`config.mk`:
```
export PLATFORM = sky130hd
export DESIGN_NAME = modular_exponentiation_top_flat
export DESIGN_NICKNAME = d
export VERILOG_FILES = /design/src/hdl/me_pkg.sv /design/src/hdl/me_if.sv /design/src/hdl/modular_exponentiation_top.sv /design/src/flat_wrapper.sv
export SDC_FILE = /design/constraint.sdc
export NUM_CORES = 2
export LEC_CHECK = 0
export BUFFER_PORTS_ARGS = -buffer_cell sky130_fd_sc_hd__buf_2
export CAP_MARGIN = 0
export CORE_MARGIN = 5
export CORE_UTILIZATION = 66
export CTS_CLUSTER_DIAMETER = 150
export CTS_CLUSTER_SIZE = 10
export DETAILED_ROUTE_END_ITERATION = 6
export HOLD_SLACK_MARGIN = 0.15
export PLACE_DENSITY = 0.84
export SLEW_MARGIN = 25
export SYNTH_ARGS = -nofsm -noshare
export SYNTH_HDL_FRONTEND = slang
export SYNTH_SLANG_ARGS = --single-unit
```
`constraint.sdc`:
```
create_clock -name i_clk -period 11.2 [get_ports i_clk]
set_input_delay 1.12 -clock i_clk [delete_from_list [all_inputs] [get_ports i_clk]]
set_output_delay 1.12 -clock i_clk [all_outputs]
set_load 0.01 [all_outputs]
```
`src/hdl/me_pkg.sv`:
```
package me_pkg;

    localparam int FIELD_W   = 32;
    localparam int WIDTH_DEF = 32;
    localparam int PC_W      = 3;

    typedef logic [PC_W-1:0] t_pc;

    typedef enum logic [2:0] {
        OP_WAIT,
        OP_REDUCE,
        OP_MUL_ACC,
        OP_MUL_SQ,
        OP_EMIT
    } t_op;

    typedef enum logic [2:0] {
        COND_NONE,
        COND_ALWAYS,
        COND_EXP_ZERO,
        COND_BIT_CLEAR,
        COND_EXP_DONE
    } t_cond;

    typedef enum logic {
        DST_SQ,
        DST_ACC
    } t_dst;

    typedef struct packed {
        t_op   op;
        t_dst  dst;
        t_cond cond;
        t_pc   target;
    } t_uword;

    localparam t_pc PC_WAIT    = t_pc'(0);
    localparam t_pc PC_RED_B   = t_pc'(1);
    localparam t_pc PC_MUL_ACC = t_pc'(2);
    localparam t_pc PC_RED_ACC = t_pc'(3);
    localparam t_pc PC_MUL_SQ  = t_pc'(4);
    localparam t_pc PC_RED_SQ  = t_pc'(5);
    localparam t_pc PC_EMIT    = t_pc'(6);

    // square and multiply program, exponent scanned from its low bit
    function automatic t_uword ucode_rom(t_pc pc);
        t_uword w;
        unique case (pc)
            PC_WAIT:    w = '{OP_WAIT,    DST_SQ,  COND_EXP_ZERO,  PC_EMIT};
            PC_RED_B:   w = '{OP_REDUCE,  DST_SQ,  COND_NONE,      PC_WAIT};
            PC_MUL_ACC: w = '{OP_MUL_ACC, DST_SQ,  COND_BIT_CLEAR, PC_MUL_SQ};
            PC_RED_ACC: w = '{OP_REDUCE,  DST_ACC, COND_NONE,      PC_WAIT};
            PC_MUL_SQ:  w = '{OP_MUL_SQ,  DST_SQ,  COND_EXP_DONE,  PC_EMIT};
            PC_RED_SQ:  w = '{OP_REDUCE,  DST_SQ,  COND_ALWAYS,    PC_MUL_ACC};
            PC_EMIT:    w = '{OP_EMIT,    DST_SQ,  COND_ALWAYS,    PC_WAIT};
            default:    w = '{OP_WAIT,    DST_SQ,  COND_ALWAYS,    PC_WAIT};
        endcase
        return w;
    endfunction

endpackage

```
`src/hdl/me_if.sv`:
```
interface me_in_if;
    import me_pkg::*;
    logic               valid;
    logic               ready;
    logic [FIELD_W-1:0] base_value;
    logic [FIELD_W-1:0] exponent_value;
    logic [FIELD_W-1:0] modulus;

    modport source (output valid, output base_value, output exponent_value,
                    output modulus, input ready);
    modport sink   (input valid, input base_value, input exponent_value,
                    input modulus, output ready);
endinterface

interface me_out_if;
    import me_pkg::*;
    logic               valid;
    logic               ready;
    logic [FIELD_W-1:0] power_result;

    modport source (output valid, output power_result, input ready);
    modport sink   (input valid, input power_result, output ready);
endinterface

```
`src/hdl/modular_exponentiation_top.sv`:
```
// channel  dir  handshake          payload
// i_in     in   valid/ready        base_value, exponent_value, modulus (32b each)
// o_out    out  valid/ready        power_result (32b)
//
// one item at a time; a zero exponent goes straight to emit, which registers the result
// otherwise each exponent bit up to the highest set one costs a multiply into the accumulator
// if the bit is set and, below the highest bit, a squaring, each then reduced by the bit-serial
// remainder unit at one product bit per cycle; a zero modulus skips that bit-serial work
// synchronous active-low reset returns the sequencer to its wait step
// a finished result sits in the output register while the next item is accepted
module modular_exponentiation_top
    import me_pkg::*;
#(
    parameter int WIDTH = WIDTH_DEF
) (
    input  logic      i_clk,
    input  logic      i_rst_n,
    me_in_if.sink     i_in,
    me_out_if.source  o_out
);

    localparam int PROD_W = 2 * WIDTH;
    localparam int CNT_W  = $clog2(PROD_W);
    localparam logic [CNT_W-1:0] RED_LAST = CNT_W'(PROD_W - 1);

    t_pc                r_pc, n_pc;
    t_uword             uw;
    logic [WIDTH-1:0]   r_acc, r_sq, r_mod, r_exp;
    logic [PROD_W-1:0]  r_prod;
    logic [WIDTH:0]     r_rem;
    logic [CNT_W-1:0]   r_cnt;
    logic               r_out_valid;
    logic [WIDTH-1:0]   r_out_data;

    logic               in_fire, out_fire, out_space;
    logic [WIDTH-1:0]   in_base, in_exp, in_mod;
    logic [WIDTH:0]     rem_shift, rem_next;
    logic               red_done;
    logic [WIDTH-1:0]   red_value;
    logic [WIDTH-1:0]   mul_a;
    logic [PROD_W-1:0]  mul_p;
    logic               step_hold, cond_true;

    assign uw        = ucode_rom(r_pc);
    assign in_fire   = i_in.valid && i_in.ready;
    assign out_fire  = r_out_valid && o_out.ready;
    assign out_space = !r_out_valid || o_out.ready;
    assign in_base   = i_in.base_value[WIDTH-1:0];
    assign in_exp    = i_in.exponent_value[WIDTH-1:0];
    assign in_mod    = i_in.modulus[WIDTH-1:0];

    // restoring remainder, one product bit per cycle
    assign rem_shift = {r_rem[WIDTH-1:0], r_prod[PROD_W-1]};
    assign rem_next  = (rem_shift >= {1'b0, r_mod}) ? rem_shift - {1'b0, r_mod} : rem_shift;
    // zero modulus wraps, so the low half of the product is the answer at once
    assign red_done  = (r_mod == '0) || (r_cnt == RED_LAST);
    assign red_value = (r_mod == '0) ? r_prod[WIDTH-1:0] : rem_next[WIDTH-1:0];

    assign mul_a = (uw.op == OP_MUL_SQ) ? r_sq : r_acc;
    assign mul_p = mul_a * r_sq;

    // sequencer
    always_comb begin
        unique case (uw.op)
            OP_WAIT:   step_hold = !in_fire;
            OP_REDUCE: step_hold = !red_done;
            OP_EMIT:   step_hold = !out_space;
            default:   step_hold = 1'b0;
        endcase
        unique case (uw.cond)
            COND_NONE:      cond_true = 1'b0;
            COND_ALWAYS:    cond_true = 1'b1;
            COND_EXP_ZERO:  cond_true = (in_exp == '0);
            COND_BIT_CLEAR: cond_true = !r_exp[0];
            COND_EXP_DONE:  cond_true = (r_exp[WIDTH-1:1] == '0);
            default:        cond_true = 1'b0;
        endcase
    end

    always_comb begin
        priority if (step_hold) begin
            n_pc = r_pc;
        end else if (cond_true) begin
            n_pc = uw.target;
        end else begin
            n_pc = r_pc + 1'b1;
        end
    end

    always_ff @(posedge i_clk) begin
        if (!i_rst_n) begin
            r_pc        <= PC_WAIT;
            r_out_valid <= 1'b0;
        end else begin
            r_pc <= n_pc;
            if (uw.op == OP_EMIT && out_space) begin
                r_out_valid <= 1'b1;
            end else if (out_fire) begin
                r_out_valid <= 1'b0;
            end
        end
    end

    always_ff @(posedge i_clk) begin
        unique case (uw.op)
            OP_WAIT: begin
                if (in_fire) begin
                    r_prod <= {{WIDTH{1'b0}}, in_base};
                    r_exp  <= in_exp;
                    r_mod  <= in_mod;
                    r_acc  <= WIDTH'(1);
                    r_rem  <= '0;
                    r_cnt  <= '0;
                end
            end
            OP_REDUCE: begin
                r_prod <= r_prod << 1;
                r_rem  <= rem_next;
                r_cnt  <= r_cnt + 1'b1;
                if (red_done) begin
                    if (uw.dst == DST_ACC) begin
                        r_acc <= red_value;
                    end else begin
                        r_sq <= red_value;
                    end
                end
            end
            OP_MUL_ACC: begin
                r_prod <= mul_p;
                r_rem  <= '0;
                r_cnt  <= '0;
            end
            OP_MUL_SQ: begin
                r_prod <= mul_p;
                r_rem  <= '0;
                r_cnt  <= '0;
                r_exp  <= r_exp >> 1;
            end
            OP_EMIT: begin
                if (out_space) begin
                    r_out_data <= r_acc;
                end
            end
            default: begin
            end
        endcase
    end

    assign i_in.ready         = (uw.op == OP_WAIT);
    assign o_out.valid        = r_out_valid;
    assign o_out.power_result = FIELD_W'(r_out_data);

`ifndef NO_ASSERTIONS
    a_rem_below_mod: assert property (@(posedge i_clk) disable iff (!i_rst_n)
        (uw.op == OP_REDUCE && r_mod != '0) |-> (r_rem < {1'b0, r_mod}))
        else $error("remainder not below modulus");

    a_accept_next: assert property (@(posedge i_clk) disable iff (!i_rst_n)
        in_fire |=> (r_pc == PC_RED_B || r_pc == PC_EMIT))
        else $error("bad step after accepting an item");

    a_result_from_emit: assert property (@(posedge i_clk) disable iff (!i_rst_n)
        $rose(r_out_valid) |-> $past(uw.op == OP_EMIT))
        else $error("result raised outside the emit step");

    a_cnt_range: assert property (@(posedge i_clk) disable iff (!i_rst_n)
        (uw.op == OP_REDUCE) |-> (r_cnt <= RED_LAST))
        else $error("reduction counter overran");
`endif

endmodule
```
`src/flat_wrapper.sv`:
```
// flat-port wrapper written by rule: the top's interface ports become plain ports
module modular_exponentiation_top_flat import me_pkg::*;
#(
    parameter int WIDTH = WIDTH_DEF
)
  (i_clk, i_rst_n, i_in_valid, i_in_base_value, i_in_exponent_value, i_in_modulus, i_in_ready, o_out_valid, o_out_power_result, o_out_ready);
  me_in_if i_in_i ();
  me_out_if o_out_i ();
  input  logic i_clk;
  input  logic i_rst_n;
  input wire logic [$bits(i_in_i.valid)-1:0] i_in_valid;
  input wire logic [$bits(i_in_i.base_value)-1:0] i_in_base_value;
  input wire logic [$bits(i_in_i.exponent_value)-1:0] i_in_exponent_value;
  input wire logic [$bits(i_in_i.modulus)-1:0] i_in_modulus;
  output wire logic [$bits(i_in_i.ready)-1:0] i_in_ready;
  output wire logic [$bits(o_out_i.valid)-1:0] o_out_valid;
  output wire logic [$bits(o_out_i.power_result)-1:0] o_out_power_result;
  input wire logic [$bits(o_out_i.ready)-1:0] o_out_ready;
  assign i_in_i.valid = i_in_valid;
  assign i_in_i.base_value = i_in_base_value;
  assign i_in_i.exponent_value = i_in_exponent_value;
  assign i_in_i.modulus = i_in_modulus;
  assign i_in_ready = i_in_i.ready;
  assign o_out_valid = o_out_i.valid;
  assign o_out_power_result = o_out_i.power_result;
  assign o_out_i.ready = o_out_ready;
  modular_exponentiation_top #(.WIDTH(WIDTH)) u_core (.i_clk(i_clk), .i_rst_n(i_rst_n), .i_in(i_in_i), .o_out(o_out_i));
endmodule
```
# Yosys cells after proc, flatten, opt, wreduce, memory -nomap -nowiden
# Cells that the tools add are included.
# totals
reg_bits	266
inputBits	100
# op_classes
addsub	3
n_mul	1
magnitude_cmp	1
n_eq_ne	18
n_mux	21
bitwise_logic	1
reduce_logical	26
# ops
operator	n
$mux W32	8
$pmux W64 S3	1
$pmux W32 S2	2
$pmux W32 S3	1
$pmux W10 S7	1
$logic_not A32 Y1	2
$mul A32 B32 Y64	1
$mux W64	1
$ge A33 B32 Y1	1
$sub A32 B32 Y32	1
$logic_not A31 Y1	1
$eq A3 B2 Y1 const B	6
$pmux W6 S3	1
$eq A3 B3 Y1 const B	5
$eq A3 B1 Y1 const B	3
$reduce_and A2 Y1	4
$add A6 B1 Y6 const B	1
$eq A6 B6 Y1 const B	1
$logic_not A3 Y1	2
$mux W6	1
$reduce_bool A2 Y1	3
$logic_not A1 Y1	5
$ne A2 B1 Y1 const B	2
$pmux W1 S4	1
other kinds (12)	16

# Longest topological paths before layout
# depth
word_depth	6
mapped_depth	36
mapped_depth_nobuf	33

# Worst setup path before layout
# No wires, ideal clock.
# synth_path
kind	reg-to-reg
start	reg u_core.r_pc[1]
end	reg u_core.r_prod[57], data pin
setup_ns	0.257
arrival_time_ns	8.695
required_time_ns	10.943
setup_slack_ns	2.249
stages_incl_launch_ff	34
n_path_buf	2
synth_period_minus_slack_ns	8.951
cell_sequence	dfxtp_1 inv_1 ha_1 nand2_1 nor2_1 a21oi_1 a211oi_2 buf_2 mux2_2 clkbuf_1 and2_1 fa_1 inv_1 fa_1 fa_1 fa_1 inv_1 fa_1 inv_1 fa_1 inv_1 fa_1 fa_1 ha_1 and4_1 or3b_1 o2bb2ai_1 o21bai_2 a31oi_1 nor3_2 a211oi_2 o21a_2 or3_1 a32o_1
# synth_via
elab_chain_cells	6
elab_cells_between_ends	16
cone_classes	1 x mul; 9 x eq/ne; 3 x mux; 3 x reduce/logical
# synth_lines
element	line	source
from (decl)	modular_exponentiation_top.sv:26	t_pc r_pc, n_pc;
from (signal assigned)	modular_exponentiation_top.sv:95	r_pc <= n_pc;
$eq A3 B3 Y1 (tied with other cells)	me_pkg.sv:48	unique case (pc)
$pmux W10 S7 *	me_pkg.sv:48	
$eq A3 B2 Y1	modular_exponentiation_top.sv:59, modular_exponentiation_top.sv:105	
$mux W32	modular_exponentiation_top.sv:59	assign mul_a = (uw.op == OP_MUL_SQ) ? r_sq : r_acc;
$mul A32 B32 Y64	modular_exponentiation_top.sv:60	assign mul_p = mul_a * r_sq;
$pmux W64 S3 *	modular_exponentiation_top.sv:105	unique case (uw.op)
to (signal assigned)	modular_exponentiation_top.sv:108	r_prod <= {{WIDTH{1'b0}}, in_base};
to (signal assigned)	modular_exponentiation_top.sv:117	r_prod <= r_prod << 1;
to (signal assigned)	modular_exponentiation_top.sv:129	r_prod <= mul_p;
to (decl)	modular_exponentiation_top.sv:29	logic [PROD_W-1:0] r_prod;
# Mark *: on every way between the ends. The rest lies on a longest branch, timed or not.
# A chain may end at the register's enable or synchronous reset.

# Worst setup path after layout
# layout_path
start	reg u_core.r_pc[0]
end	reg u_core.r_prod[63], data pin
# The elaborated chain is that of the path after synthesis.

==> out/summary.txt <==
status: complete, no violations
clock root cell: clkbuf_16
first-pass GRT wire length: 197.1 mm
Ports: 134
final period utilization: 93.75%
ys async rst share: 0%
hpwl dp: 95.48 mm
placed cells: 5610
Clk pin slew, worst setup/hold paths: 0.07 ns
crit end category: flop
drt first-iter violations: 3220
Hold Path Class: flop to flop
Mapped Area: 46420 um^2
Final Non-Filler Cells: 5663
Final Hold Viols: 0
Core Region: 69910 um^2
CTS hold repair buffers: 0
CTS tree: done
Setup crit start kind: flop
reg2reg setup slack: 0.70 ns
vias per std cell: 6.008
Syn Nets: 6043
synthesized area per cell: 9.783 um^2
Max Freq: 95.24 MHz
min Tclk post-route: 10.50 ns
Max clock buf depth: 3
initial antenna violation count: 10
Slowest-stage cell, CP: mux2_2
row count: 97
Nets: 6000
die height: 275.2 um
max-cap check violation count: 0
Die W: 275.2 um
# Post-CTS Setup Buffers: 0
EDFF count, synth: 262
RSZ-0062 raised after global routing: false
most common cell after layout, fill and taps aside: inv_1
Sink Count: 266
share of cells above drive strength 1: 7.125%
global-route usage over all layers: 33.23%
final WL: 121.2 mm
Skew-Pair Late Insertion Delay: 0.61 ns
H-Tree Depth: 1
Initial Utilization: 66.41%
post-cts resize count: 0
crit path max fanout: 64
slowest stage delay, CP: 0.65 ns
antenna viol nets, final: 0
clk_skew: 0.05797 ns
most frequent cells in the layout: inv_1, fa_1, and2_1, nand2_1, ha_1
Crit path top cell by count: fa_1
DR DRC count: 0
register area share after synthesis: 17.12%
YS warnings: 0
largest net degree at the start of global routing: 68
critical path required time: 11.50 ns
grt total ovfl: 0
I/O Buffers: 133
WS Path Type: flop to flop
Final setup viols: 0
area growth from synthesis to layout: 4.835%
DR vias: 34020
Slew HR: 30.99%
number of library cell types mapped by synthesis: 78
Placer Congestion: 0.9757
Critical Path AT: 10.80 ns
TritonRoute pass-1 iters: 6
total CTS buffers: 30
Post-Synthesis Cells: 4745
Synth Flop Type: edfxtp_1
WL per Instance: 21.40 um
setup TNS: 0 ns
Die ar.: 75740 um^2
vias in the first global route: 36430
Max Slew Vio Count: 0
synthesized flop and latch total: 266
Slew @ Worst Pin: 1.035 ns
-- state kept, by name, indices dropped and copies added, names as in the netlist --
name / count
u_core.r_cnt: 6
u_core.r_prod: 64
u_core.r_exp: 32
u_core.r_pc: 3
u_core.r_acc: 32
u_core.r_mod: 32
u_core.o_out.valid: 1
u_core.r_sq: 32
u_core.r_rem: 32
u_core.o_out.power_result: 32
-- kinds of logic after synthesis --
logic type / count (synthesis) / share of synthesized area (%)
mux: 94 / 2.205
buf+inv: 1177 / 9.592
fa+ha+maj: 1198 / 46.80
simple gates: 1429 / 15.75
compound gates: 492 / 6.854
xor+xnor: 89 / 1.679
flops: 266 / 17.12
-- Yosys cell counts, drive strengths merged, types with 23 or more instances --
cell,number,area [um^2]
fa,897,17960
xnor2,57,499.2
nand4,31,193.9
nor4,26,168.9
and2,606,3791
nand3,31,160.1
nor2,128,480.5
o21ai,127,635.6
mux2i,28,280.3
nor3,27,145.1
ha,301,3766
inv,899,3374
nand2,517,1941
a21oi,123,615.6
o21a,27,204.0
edfxtp,262,7868
a21o,77,578.1
mux2,66,743.2
xor2,32,280.3
clkbuf,255,962.2
a22oi,28,210.2
buf,23,116.4
-- area by class of cell --
| class | count | area, um^2 |
|---|---|---|
| multi-input cells | 3302 | 34070 |
| clock buffers | 44 | 803.3 |
| well taps | 940 | 1176 |
| clock inverters | 2 | 60.06 |
| fillers | 5154 | 21240 |
| diodes | 7 | 17.52 |
| inverters | 899 | 3374 |
| repair buffers | 203 | 1219 |
| flip-flops and latches | 266 | 7948 |
-- per-layer routing --
metal  vias to the layer above  track usage [%]  share of wire, %
li1                      14570                -                 -
met1                     17080            45.53                38
met2                      2028            51.34                45
met3                       345            8.275                12
met4                         2            14.05               5.0
met5                         -                0             0.011
-- through the flow --
| step | instance area [um^2] | hold slack, ns | util, % | setup WS [ns] |
|---|---|---|---|---|
| 6_report | 48670 | 0.5140 | 69.62 | 0.7004 |
| 3_5_place_dp | 47790 | 0.4804 | 68.36 | 0.9124 |
| 4_1_cts | 48650 | 0.5097 | 69.59 | 0.8059 |
| 2_1_floorplan | 46420 | 0.4401 | - | 2.249 |
| 3_3_place_gp | 47760 | 0.4802 | 68.31 | 1.114 |
| 5_1_grt | 48670 | 0.5256 | 69.62 | 0.3286 |
-- path summary, 6_finish.rpt --
| path | startpoint | end | cells after the start |
|---|---|---|---|
| hold reg to reg | u_core.r_prod[41] | u_core.r_prod[42] | 2 |
| hold / removal | u_core.r_prod[41] | u_core.r_prod[42] | 2 |
| setup / recovery | u_core.r_pc[0] | u_core.r_prod[63] | 29 |
| setup reg to reg | u_core.r_pc[0] | u_core.r_prod[63] | 29 |
-- worst max-delay path, delay by kind of cell, from the launching register on --
family | cells | cell delay [ns]
buffers and inverters | 4 | 0.58
muxes | 2 | 0.88
AOI/OAI and AO/OA | 9 | 2.33
adders and majority gates | 10 | 4.92
and+or+nand+nor | 4 | 0.90
DFF | 1 | 0.50
Power is not shown: default switching activity piles up to over one toggle a cycle in this logic, so the estimate is an artifact.
